## src/sv/mtri_pkg.sv

```systemverilog
`timescale 1ns / 1ps
// mtri_pkg: shared constants, opcode and state types for the morton tile range index
// no dependencies; compile first
package mtri_pkg;

    localparam int DEF_TABLE_DEPTH  = 256;
    localparam int DEF_DEEPEST_ZOOM = 20;

    localparam int OP_W    = 2;
    localparam int COORD_W = 20;
    localparam int ZOOM_W  = 5;
    localparam int DEF_CW  = $clog2(DEF_TABLE_DEPTH + 1);

    typedef enum logic [OP_W-1:0] {
        OP_CLEAR  = 2'd0,
        OP_INSERT = 2'd1,
        OP_QUERY  = 2'd2,
        OP_NONE   = 2'd3
    } t_opcode;

    typedef enum logic [1:0] {
        ST_IDLE,
        ST_EXEC,
        ST_ENC
    } t_state;

    // per-cycle command broadcast to every cell of the row
    typedef struct packed {
        logic ins;   // shift-insert the new key
        logic lat;   // latch the two query compares
    } t_cell_cmd;

endpackage

```

## src/sv/mtri_cell.sv

```systemverilog
`timescale 1ns / 1ps
// mtri_cell: one slot of the sorted key row, shifts toward higher index on insert
// depends on mtri_pkg
module mtri_cell #(
    parameter int KW = 2 * mtri_pkg::DEF_DEEPEST_ZOOM
) (
    input  logic                i_clk,
    input  mtri_pkg::t_cell_cmd i_cmd,
    input  logic                i_live,      // slot holds a key
    input  logic                i_at_end,    // slot is the first free one
    input  logic [KW-1:0]       i_new_key,
    input  logic [KW-1:0]       i_first,
    input  logic [KW:0]         i_next,
    input  logic [KW-1:0]       i_prev_key,
    input  logic                i_prev_gt,
    output logic [KW-1:0]       o_key,
    output logic                o_gt,
    output logic                o_lt_first,
    output logic                o_lt_next
);
    import mtri_pkg::*;

    logic [KW-1:0] r_key;
    logic          r_lt_first;
    logic          r_lt_next;

    assign o_gt       = i_live && (r_key > i_new_key);
    assign o_key      = r_key;
    assign o_lt_first = r_lt_first;
    assign o_lt_next  = r_lt_next;

    always_ff @(posedge i_clk) begin
        if (i_cmd.ins) begin
            if (i_prev_gt) begin
                r_key <= i_prev_key;
            end else if (o_gt || i_at_end) begin
                r_key <= i_new_key;
            end
        end
        if (i_cmd.lat) begin
            r_lt_first <= i_live && (r_key < i_first);
            r_lt_next  <= i_live && ({1'b0, r_key} < i_next);
        end
    end

endmodule

```

## config.mk

```make
export PLATFORM = sky130hd
export DESIGN_NAME = mtri_cell
export DESIGN_NICKNAME = d
export VERILOG_FILES = /design/src/sv/mtri_pkg.sv /design/src/sv/mtri_cell.sv
export SDC_FILE = /design/constraint.sdc
export NUM_CORES = 1
export LEC_CHECK = 0
export BUFFER_PORTS_ARGS = -buffer_cell sky130_fd_sc_hd__buf_2
export CAP_MARGIN = 20
export CORE_AREA = 2 2 141 143
export DETAILED_ROUTE_END_ITERATION = 6
export DIE_AREA = 0 0 143 145
export PLACE_DENSITY_LB_ADDON = 0.05
export SYNTH_ARGS = -nofsm -noshare
export SYNTH_HDL_FRONTEND = slang
export SYNTH_SLANG_ARGS = --single-unit
```

## constraint.sdc

```tcl
create_clock -name i_clk -period 5.2 [get_ports i_clk]
set_input_delay 0.26 -clock i_clk [delete_from_list [all_inputs] [get_ports i_clk]]
set_output_delay 0.26 -clock i_clk [all_outputs]
set_load 0.005 [all_outputs]
```

; After elaboration in Yosys (flattened, before gate mapping)
; Cells that the tools add are included.
[op_classes]
magnitude_cmp = 3
n_reduce_logical = 6
n_mux = 2
[op_table]
columns = operator, n
row1 = 40-bit 2-to-1 mux, 2
row2 = 40-bit by 41-bit < comparator with 1-bit output, 1
row3 = 40-bit greater-than comparator, 1
row4 = 40-bit < comparator, 1
row5 = 1-bit logical AND, 3
row6 = 2-bit AND reduction, 1
row7 = 2-bit nonzero test, 1
row8 = 1-bit logical OR, 1
[word_totals]
regBits = 42
in_bits = 167

; Depth between registers and ports, before layout
[depth]
ltp_word = 5
mapped_depth = 8
depth_no_buf = 8

; Worst setup path after synthesis
; OpenSTA, ideal clock, no wires.
[synth_path]
path_kind = register to register
from = reg r_key[22] (netlist: o_key[22])
to = reg r_key[0] (netlist: o_key[0]) (enable)
path_stages_with_launch = 7
path_slack_ns = 1.169
arrival_ns = 3.583
synth_period_minus_slack_ns = 4.031
path_buffers = 0
path_cell_list = edfxtp_1 ha_1 nand4_2 or4_4 a21oi_1 o21ai_0 a21boi_1
[synth_via]
elab_chain_len = 5
[synth_lines]
columns = element, line_no
row1 = from (decl), mtri_cell.sv:23  ; logic [KW-1:0] r_key;
row2 = from (signal assigned), mtri_cell.sv:35  ; r_key <= i_prev_key;
row3 = from (signal assigned), mtri_cell.sv:37  ; r_key <= i_new_key;
row4 = 40-bit greater-than comparator, mtri_cell.sv:27  ; assign o_gt = i_live && (r_key > i_new_key);
row5 = 1-bit logical AND, mtri_cell.sv:27
row6 = 1-bit logical OR, mtri_cell.sv:36  ; end else if (o_gt || i_at_end) begin
row7 = 2-bit nonzero test (no line), -
row8 = 2-bit AND reduction (no line), -
; No other way between the ends.
; A chain may end at the register's enable or synchronous reset.

; Worst setup path in the final report
[layout_path]
from = reg r_key[22] (netlist: o_key[22])
to = reg r_key[36] (netlist: o_key[36]) (enable)
; The elaborated chain is that of the path after synthesis.

==> impl_metrics.yaml <==
outcome:
  status: "finished, final reports clean"
clocking:
  cts_setup_buffers: 0
  cts_max_level: 2
  clkTransAtPathRegs_ps: 60
  cts.sinks: 42
  numCtsBuffers: 5
  root_buffer: "clkbuf_16"
  clockBufferDepth: 2
  clock_latency_ps: 300
  ctsHoldBuffers: 0
  cts_tree: "done"
  post_cts_resized: 0
final_layout:
  finalNetCount: 1054
  drive_gt1_share_pct: 29.7
  num-fill-cells: 2098
  instances_no_fill: 1037
  final_area_mm2: 0.00623
  area_delta_synth_final_pct: 32.2
timing:
  worstMarginPinSlew_ps: 722
  drv_slew: 0
  hold_viol_final: 0
  tns_ps: 0
  slew_headroom_pct: 51.9
  rsz0062_at_grt: "false"
  fin_ws_ps: 1970
  finClkSkew_ps: 6.99
  setup_viol: 0
  fmax_mhz: 309
  whs_ps: 184
  fin_crit_ps: 3230
  finalCritPeriodShare_pct: 62.2
routing:
  route.detailed.drc: 0
  postRouteWirelength_mm: 15.6
  dr_total_vias: 4499
  drt-pass1-iter-count: 4
  wl_per_cell_um: 15.0
  drt_iter0_drc: 123
  final_antenna_net_count: 0
  routed_via_density: 4.34
yosys:
  ys_ff_latch: 42
  synth.net_count: 845
  synth_area_per_cell_um2: 8.41
  mappedNetlistArea_mm2: 0.00471
  postSynthCellCount: 560
  ys.flop_type: "edfxtp_1"
  synth_edf_count: 42
  async_flop_share_pct: 0
  synth_cell_types: 42
  yosys_warnings: 0
  yosysSeqAreaShare_pct: 26.8
die:
  dieHeight_um: 145
  dieArea_mm2: 0.0207
  core_area_mm2: 0.0192
  row_count: 51
  dieWidth_um: 143
  start_util_pct: 24.5
  io-pin-count: 210
grt:
  grt_max_degree: 80
  grt_use_met3_pct: 3.50
  grt_pass1_vias: 4639
  grt_pass1_wl_mm: 23.8
  grt_util_met2_pct: 25.6
  antenna_found_initial: 2
  gr-total-overflow: 0
  grtUsageTotal_pct: 14.8
  grt_busiest_layer: "met2"
  grtUsageMet1_pct: 18.4
setup_path:
  path_max_fanout: 28
  critPathKind: "reg -> reg"
  cp.required_ps: 5150
  cp-start-kind: "flip-flop"
  worstPathArrival_ps: 3180
  r2r_cells: 7
  crit_path_end_kind: "flip-flop"
min_path:
  hp-class: "in -> reg"
  holdPathStages: 1
place:
  hpwlAfterDp_mm: 13.5
  place_inst: 1027
  post_dp_cell_area_mm2: 0.00608
  dp_slack_ps: 1880
  io_buffers: 209
  gp_congestion: 0.766
job:
  drv_cap: 0
power:
  switching_share_pct: 33.1
  p_comb_share_pct: 33.7
  p_per_area_mw_per_mm2: 184
  p_leak_nw: 3.41
  seqPwrFrac_pct: 38.3
  p_int_uw: 766
  p_clk_share_pct: 28.0
  vdd_drop_max_uv: 106
  p_switching_uw: 379
==> kinds of logic (layout without fill, tap and decap cells) <==
| family | after synthesis | in the layout | synth area share (%) |
|---|---|---|---|
| AND/OR/NAND/NOR | 130 | 130 | 13.4 |
| other | 0 | 2 | 0 |
| AO/OA/AOI/OAI | 140 | 140 | 18.0 |
| adder cells (fa/ha/maj) | 118 | 118 | 31.3 |
| buffers and inverters | 129 | 339 | 10.3 |
| flip-flops | 42 | 42 | 26.8 |
| multiplexers | 1 | 1 | 0.239 |
==> critical path, cell delays in order, from the launching register on <==
cell	delay, ps
edfxtp_1	450
ha_1	360
nand4_2	170
or4_4	610
a21oi_1	180
o21ai_0	160
a21boi_4	440
buf_4	490
==> routing by layer <==
metal | vias up | part of all wire (%)
met5 | - | 0.083
li1 | 2393 | -
met2 | 118 | 48
met4 | 2 | 1.6
met1 | 1972 | 44
met3 | 14 | 6.3
==> cell type report <==
cell class,count,area (µm²),area share [%]
Sequential cell,42,1260,20.3
Tap cell,265,332,5.32
Clock buffer,6,129,2.07
Inverter,120,450,7.23
Clock inverter,2,13.8,0.221
Multi-Input combinational cell,389,2980,47.8
Timing Repair Buffer,211,1060,17.0
Antenna cell,2,5.00,0.0804
==> metrics by stage <==
stage               total power, mW  utilization [%]
detailed placement            0.840             31.7
global placement              0.837             31.7
CTS                            1.17             32.4
floorplan                     0.659                -
global route                   1.24             32.4
finish                         1.14             32.4
==> flip-flops by register name (all words and copies together), names as in the netlist <==
name / count
o_lt_first: 1
o_key: 40
o_lt_next: 1
==> placed cells by master (no fill, tap or decap), types with 4 or more instances in the layout <==
cell	n
o21ai_0	60
and3_1	4
nor3_1	9
nand3_1	7
buf_2	209
inv_1	120
a21oi_1	40
nand4_1	20
clkbuf_16	5
edfxtp_1	42
o21a_1	4
nor2_1	13
a211oi_1	4
a21o_1	11
ha_1	118
nand2_1	62
==> cell usage after synthesis (3+ instances only) <==
library cell	count	area share (%)
clkbuf_1	9	0.72
o21a_1	4	0.64
nand2_1	62	4.9
inv_1	120	9.6
a21o_1	11	1.8
nor2_1	13	1.0
a21oi_1	40	4.3
nand2b_1	3	0.40
edfxtp_1	42	27
nor3_1	9	0.96
nand4_1	20	2.7
nand3_1	7	0.74
a211oi_1	4	0.64
and3_1	4	0.53
nor2b_1	3	0.40
ha_1	118	31
o21ai_0	60	6.4
==> path summary, 6_finish.rpt <==
| kind | start | endpoint | slack (ps) |
|---|---|---|---|
| max | o_key[22] | o_key[36] | 1970 |
| min reg2reg | o_key[39] | o_lt_first | 860 |
| max reg2reg | o_key[22] | o_key[36] | 1970 |
| min | i_cmd[0] | o_lt_next | 180 |
==> power by group through the flow <==
stage / logic [mW] / registers, mW / clock network (mW)
after floorplan: 0.221 / 0.438 / 0
after global placement: 0.392 / 0.445 / 0
after detailed placement: 0.393 / 0.447 / 0
final: 0.386 / 0.438 / 0.320
after CTS: 0.396 / 0.440 / 0.333
after global routing: 0.450 / 0.443 / 0.343
Power figures use the tool's default switching activity.
