`src/sv/mtri_lbenc.sv`:
```
`timescale 1ns / 1ps
// mtri_lbenc: turns the prefix of below-bound flags into the lower-bound index
// no package dependencies; used by the top level
module mtri_lbenc #(
    parameter int DEPTH = 256,
    parameter int CW    = $clog2(DEPTH + 1)
) (
    input  logic [DEPTH-1:0] i_lt,
    output logic [CW-1:0]    o_idx
);
    logic [DEPTH:0] lt_ext;

    assign lt_ext = {1'b0, i_lt};

    // flags form a run of ones from index 0; the run's far edge gives the count
    always_comb begin
        o_idx = '0;
        for (int i = 0; i < DEPTH; i++) begin
            if (lt_ext[i] && !lt_ext[i+1]) begin
                o_idx = o_idx | CW'(i + 1);
            end
        end
    end

endmodule
```
`config.mk`:
```
export PLATFORM = sky130hd
export DESIGN_NAME = mtri_lbenc
export DESIGN_NICKNAME = d
export VERILOG_FILES = /design/src/sv/mtri_lbenc.sv
export SDC_FILE = /design/constraint.sdc
export NUM_CORES = 1
export LEC_CHECK = 0
export ABC_AREA = 1
export BUFFER_PORTS_ARGS = -buffer_cell sky130_fd_sc_hd__buf_2
export CAP_MARGIN = 0
export CORE_AREA = 2 2 103 105
export DETAILED_ROUTE_END_ITERATION = 16
export DIE_AREA = 0 0 105 107
export GPL_TIMING_DRIVEN = 1
export PLACE_DENSITY = 0.74
export SETUP_SLACK_MARGIN = 0.2
export SLEW_MARGIN = 20
export SYNTH_ARGS = -nofsm -noshare
export SYNTH_HDL_FRONTEND = slang
export SYNTH_SLANG_ARGS = --single-unit
```
`constraint.sdc`:
```
create_clock -name vclk -period 0.95
set_input_delay 0.095 -clock vclk [all_inputs]
set_output_delay 0.095 -clock vclk [all_outputs]
set_load 0.1 [all_outputs]
```
# Word level (Yosys, flattened, before mapping)

Index checks and enable logic that the tools add are counted.

Reduce and logical (&&, ||, !) cells: 510
Muxes and demuxes: 256

Operators by type and width:

| operator          | number |
|---|---|
| $mux 8            | 128 |
| $mux 7            | 64 |
| $logic_and 1x1->1 | 255 |
| $logic_not 1->1   | 255 |
| $mux 6            | 32 |
| $mux 5            | 16 |
| $mux 4            | 8 |
| $mux 3            | 4 |
| $mux 9            | 1 |
| $mux 2            | 2 |
| $mux 1            | 1 |

Flip-flop bits (word level): 0
Word-level logic and storage cells: 766
Input port bits: 256

# Depth between registers and ports, before layout

Gate-level depths: netlist (run 1).

Depth after elaboration: 258
Depth in mapped cells: 9

# Worst setup path after synthesis (run 1)

Ideal clock, no wire load.

Path kind: input -> output
Start: input i_lt[255]
End: output o_idx[0]
Arrival time: 1.250 ns
Stages: 9
Required time: 0.855 ns
Setup slack: -0.395 ns
Path through: inv_1 -> nand2_1 -> nand2_1 -> nor2_4 -> nand2_2 -> nor2_2 -> nand2_2 -> nor2_2 -> nand2_1

Word-level cells in the longest chain between the ends: 4

Ends and longest elaborated chain:

| what              | RTL line | RTL |
|---|---|---|
| start, declared   | 8        | `input logic [DEPTH-1:0] i_lt,` |
| $logic_not 1->1   | 19       | `if (lt_ext[i] && !lt_ext[i+1]) begin` |
| $logic_and 1x1->1 | 19       |  |
| $mux 8            | 19       |  |
| $mux 9            | 19       |  |
| end, declared     | 9        | `output logic [CW-1:0] o_idx` |

Every way passes these cells.

# Worst setup path in the final report (run 1)

Start: input i_lt[107]
End: output o_idx[3]

Word-level cells in the longest chain between the ends: 152
Elaborated cells between the ends (all ways): 153
Those cells by class: 150 x mux; 3 x reduce/logical

Ends and longest elaborated chain:

| what                     | RTL line |
|---|---|
| $logic_not 1->1          | 19 |
| $logic_and 1x1->1        | 19 |
| $mux 7                   | 19 |
| $mux 7 * (20 in series)  | 19 |
| $mux 8 * (128 in series) | 19 |
| $mux 9 *                 | 19 |

Every way passes the cells marked *; elsewhere a longest branch is shown, timed or not.

==> results of run 1 <==
tightest hold or removal path: cells and delay by family:
kind | cells | cell delay, ns
buf+inv | 3 | 0.36
timing repair:
action	in CTS	in global routing
gates resized for setup	136	386
pin swaps	83	226
setup buffers	1	2
cloned	0	0
hold buffers	0	0
endpoints found under the setup margin	8	8
worst min-delay path by stage:
| stage | startpoint | end | slack, ns | cells past startpoint |
|---|---|---|---|---|
| floorplan | i_lt[255] | o_idx[8] | 0.40 | 1 |
| global placement | i_lt[255] | o_idx[8] | 0.56 | 3 |
| detailed placement | i_lt[255] | o_idx[8] | 0.56 | 3 |
| CTS | i_lt[255] | o_idx[8] | 0.56 | 3 |
| global route | i_lt[255] | o_idx[8] | 0.57 | 3 |
| finish | i_lt[255] | o_idx[8] | 0.56 | 3 |
metal layers:
layer / up-vias / global-route usage, %
met5: - / 0
met4: 0 / 6.57
met3: 38 / 3.28
met2: 228 / 51.9
met1: 2799 / 30.9
li1: 3302 / -
metrics by stage:
stage	instance area [um^2]	TNS, ns	cells	power [W]
after global routing	7280	-3.29	1395	0.00332
after floorplan	3940	-0.560	966	0.00114
final	7280	-2.65	1395	0.00303
after detailed placement	5640	-4.21	1392	0.00215
after CTS	6100	-2.76	1393	0.00233
after global placement	5640	-4.11	1392	0.00214
cell usage after synthesis:
master     n
inv_2      1
o21ai_0   31
nand2_2   14
nor2_1   180
nor2_2    10
nand2_1  494
inv_1    232
o21ai_1    1
nor2_4     2
buf_4      1
logic make-up after synthesis:
family / after synthesis / synth area share (%)
and+or+nand+nor: 700 / 72.2
buffers and inverters: 234 / 23.6
AOI/OAI and AO/OA: 32 / 4.28
area by class of cell:
| type | count | area share, % |
|---|---|---|
| Inverter | 233 | 12.8 |
| Multi-Input combinational cell | 732 | 56.3 |
| Timing Repair Buffer | 294 | 28.5 |
| Tap cell | 136 | 2.34 |
power by group through the flow:
stage | clock network (W) | logic, W | registers (W)
after global routing | 0 | 0.00332 | 0
after global placement | 0 | 0.00214 | 0
after detailed placement | 0 | 0.00215 | 0
after floorplan | 0 | 0.00114 | 0
after CTS | 0 | 0.00233 | 0
final | 0 | 0.00303 | 0
==> flow_summary.json, run 1 <==
{
  "synthCells": 966,
  "dp_worst_setup_slack_ns": -0.598,
  "grt_usage_pct": 26.8,
  "drive_above_1_share_pct": 54.7,
  "cp-end-kind": "primary output",
  "synth_area_leaders": "nand2_1 50%, inv_1 23%, nor2_1 18%",
  "yosysTopAreaCellShare_pct": 49.5,
  "synth_area_mm2": 0.00374,
  "finalCritPeriodShare_pct": 137,
  "grt_antenna_before_repair": 0,
  "portBuffers": 265,
  "arrival_ns": 1.20,
  "p_seq_share_pct": 0,
  "final_nets": 1517,
  "core_area_mm2": 0.0101,
  "yosys_warnings": 0,
  "first_pass_iters": 4,
  "path_depth": 11,
  "crit_end": "o_idx[3]",
  "worstMarginPinSlew_ns": 0.264,
  "crit_start": "i_lt[107]",
  "num_vias": 6367,
  "syn_nets": 1222,
  "wl_met1_um": 6800,
  "cpMaxStageDelayCell": "nor2_2",
  "vdd_ir_drop_max_uv": 237,
  "die_area_mm2": 0.0112,
  "wl_met2_um": 9390,
  "grt_max_degree": 4,
  "start_util_pct": 37.1,
  "worstPathRequired_ns": 0.85,
  "yosysTopAreaCell": "nand2_1",
  "p_int_w": 0.00133,
  "detail_route.iter0.violations": 271,
  "powerDensity_mw_per_mm2": 416,
  "multi_input_area_mm2": 0.00410,
  "power_frac_clock_pct": 0,
  "worst_path_most_repeated_cell": "nand2_1",
  "slowest_delay_ns": 0.17,
  "drv_slew": 0,
  "status": "complete, but fails checks",
  "switching_share_pct": 56.2,
  "seq_area_frac_synth_pct": 0,
  "worstPathCellList": "buf_2 -> inv_1 -> nand2_1 -> nand2_1 -> nor2_2 -> nand2_1 -> nor2_2 -> nand2_1 -> nor2_2 -> nand2_4 -> buf_12",
  "fin_util_pct": 72.2,
  "regArea_um2": 0,
  "layout_common_cells": "303 x nand2_1, 199 x buf_2, 184 x inv_1",
  "crit_family": "simple AND/OR/NAND/NOR gates",
  "placementRows": 37,
  "crit_fanout": 2,
  "ant_nets": 0,
  "slew-limit-headroom_pct": 82.3,
  "overflow": 0,
  "grt_pass1_vias": 6066,
  "ios": 265,
  "top_layer": "met4",
  "route.met3.wl_um": 1090,
  "violations": "negative setup slack",
  "num_antenna_cells": 0,
  "critPathKind": "input pin to primary output",
  "fin_ws_ns": -0.347,
  "routed_wl_um": 17700,
  "hp-class": "input pin to primary output",
  "min_period_ns": 1.30,
  "yosysUniqueCellTypes": 10,
  "setup_violations": 8,
  "syn_avg_cell_area_um2": 3.88,
  "p_leak_nw": 4.59,
  "synthToLayoutAreaGrowth_pct": 94.5,
  "layout_commonest_cell": "nand2_1",
  "maxCapViolCount": 0,
  "n_fill_cell": 934,
  "combPwrFrac_pct": 100.0,
  "path_buf_inv": 3,
  "via_per_inst": 4.56,
  "power.net_switching_w": 0.00170,
  "gp_congestion": 0.919,
  "wire_per_inst_um": 12.7,
  "hold_viol_final": 0,
  "route.detailed.drc": 0,
  "cp-start-kind": "input pin",
  "nFlopsAndLatches": 0,
  "fp.dieH_um": 107,
  "die_x_um": 105,
  "grt_pass1_wl_um": 25200,
  "fmax_mhz": 771,
  "whs_ns": 0.556,
  "rsz0062_at_grt": "true",
  "n_clock_buffer": 0,
  "dp_hpwl_um": 14200
}
No activity file was read; power rests on OpenSTA's default activity.
==> run 2: changes to the inputs <==
--- a/config.mk
+++ b/config.mk
@@ -12,7 +12,7 @@
 export DETAILED_ROUTE_END_ITERATION = 16
 export DIE_AREA = 0 0 105 107
 export GPL_TIMING_DRIVEN = 1
-export PLACE_DENSITY = 0.74
+export PLACE_DENSITY = 0.7
 export SETUP_SLACK_MARGIN = 0.2
 export SLEW_MARGIN = 20
 export SYNTH_ARGS = -nofsm -noshare
==> flow_summary.json, run 2 (synthesized netlist as in run 1, its figures left out) <==
{
  "power.net_switching_w": 0.00166,
  "cts_hold_buf": 0,
  "grt_usage_pct": 25.8,
  "crit_fanout": 2,
  "min_period_ns": 1.29,
  "ios": 265,
  "num_antenna_cells": 0,
  "cpMaxStageDelayCell": "nor2_4",
  "status": "complete, but fails checks",
  "slew-limit-headroom_pct": 85.5,
  "drv_slew": 0,
  "regArea_um2": 0,
  "grt_max_degree": 4,
  "layout_commonest_cell": "nand2_1",
  "ant_nets": 0,
  "placedCellCount": 1396,
  "p_leak_nw": 4.60,
  "worstPathRequired_ns": 0.85,
  "worstPathCellList": "buf_2 -> nand2_2 -> nand2_2 -> nor2_4 -> nand2_2 -> nor2_4 -> nand2_4 -> nor2_4 -> nand2_4 -> buf_12",
  "portBuffers": 265,
  "rsz0062_at_grt": "true",
  "hold_start": "i_lt[255]",
  "maxCapViolCount": 0,
  "routed_wl_um": 17100,
  "worstMarginPinSlew_ns": 0.217,
  "combPwrFrac_pct": 100.0,
  "nFlopsAndLatches": 0,
  "powerDensity_mw_per_mm2": 412,
  "final_nets": 1522,
  "cp-end-kind": "primary output",
  "wire_per_inst_um": 12.2,
  "hold_viol_final": 0,
  "fin_cells": 1400,
  "hp-class": "input pin to primary output",
  "core_area_mm2": 0.0101,
  "cp-start-kind": "input pin",
  "detail_route.iter0.violations": 283,
  "p_total_w": 0.00297,
  "gp_congestion": 0.924,
  "arrival_ns": 1.20,
  "grt_pass1_wl_um": 24200,
  "n_fill_cell": 943,
  "synthToLayoutAreaGrowth_pct": 92.8,
  "worstHoldPathCells": 3,
  "crit_family": "simple AND/OR/NAND/NOR gates",
  "slowest_delay_ns": 0.16,
  "num_vias": 6263,
  "vdd_ir_drop_max_uv": 229,
  "layout_common_cells": "317 x nand2_1, 200 x buf_2, 185 x inv_1",
  "violations": "negative setup slack",
  "power_frac_clock_pct": 0,
  "grt_antenna_before_repair": 0,
  "path_buf_inv": 2,
  "start_util_pct": 37.1,
  "critPathKind": "input pin to primary output",
  "fmax_mhz": 774,
  "whs_endpoint": "o_idx[8]",
  "placementRows": 37,
  "die_x_um": 105,
  "fin_ws_ns": -0.341,
  "die_area_mm2": 0.0112,
  "first_pass_iters": 4,
  "grt_pass1_vias": 5706,
  "drive_above_1_share_pct": 52.6,
  "p_seq_share_pct": 0,
  "overflow": 0,
  "p_int_w": 0.00132,
  "switching_share_pct": 55.7,
  "route.detailed.drc": 0,
  "fp.dieH_um": 107,
  "finalCritPeriodShare_pct": 136,
  "via_per_inst": 4.47,
  "dp_hpwl_um": 14000,
  "setup_violations": 8,
  "n_clock_buffer": 0
}
## run 2: changes by cell type in the layout (fill, tap and decap cells not counted), sizes merged
cell and delta:
buf +5
## run 2: cell type report
type | count | area, um^2 | share of cell area (%)
multi-input combinational | 732 | 4030 | 55.8
timing repair buffer | 299 | 2090 | 29.0
inverter | 233 | 927 | 12.8
tap | 136 | 170 | 2.36
## run 2: worst max path at each step
stage               from        to  slack, ns  depth (start not counted)
6_report       i_lt[218]  o_idx[6]      -0.34                         10
5_1_grt        i_lt[118]  o_idx[5]      -0.43                         11
4_1_cts         i_lt[31]  o_idx[1]      -0.35                         12
3_5_place_dp   i_lt[106]  o_idx[6]      -0.54                         11
3_3_place_gp   i_lt[106]  o_idx[6]      -0.54                         10
2_1_floorplan  i_lt[183]  o_idx[0]      -0.13                          9
## run 2: stage by stage
step           setup TNS (ns)  setup slack [ns]  hold WS, ns  area [um^2]  util (%)
3_3_place_gp            -4.12            -0.540        0.555         5670      56.2
3_5_place_dp            -4.19            -0.542        0.556         5670      56.2
5_1_grt                 -3.22            -0.428        0.575         7220      71.5
4_1_cts                 -2.66            -0.346        0.557         6190      61.4
6_report                -2.66            -0.341        0.560         7220      71.5
2_1_floorplan          -0.560            -0.130        0.402         3940         -
## run 2: metal layers
layer | wire (um) | track usage [%]
met3 | 930 | 2.92
met4 | 333 | 2.76
met5 | 0 | 0
met2 | 9150 | 50.1
met1 | 6710 | 31.1
## run 2: what timing repair did
| item | CTS | global route |
|---|---|---|
| gates resized for setup | 170 | 314 |
| setup endpoints to repair | 8 | 8 |
| pin swaps | 102 | 199 |
| setup buffers | 2 | 2 |
## run 2: worst min-delay path: stages
cell and delay [ns]:
buf_2 0.10, buf_4 0.11, buf_12 0.16
## run 2: power groups by stage
stage                     registers [W]  logic, W  clock network, W
final                                 0   0.00297                 0
after detailed placement              0   0.00216                 0
after global placement                0   0.00215                 0
after floorplan                       0   0.00114                 0
after CTS                             0   0.00238                 0
after global routing                  0   0.00327                 0
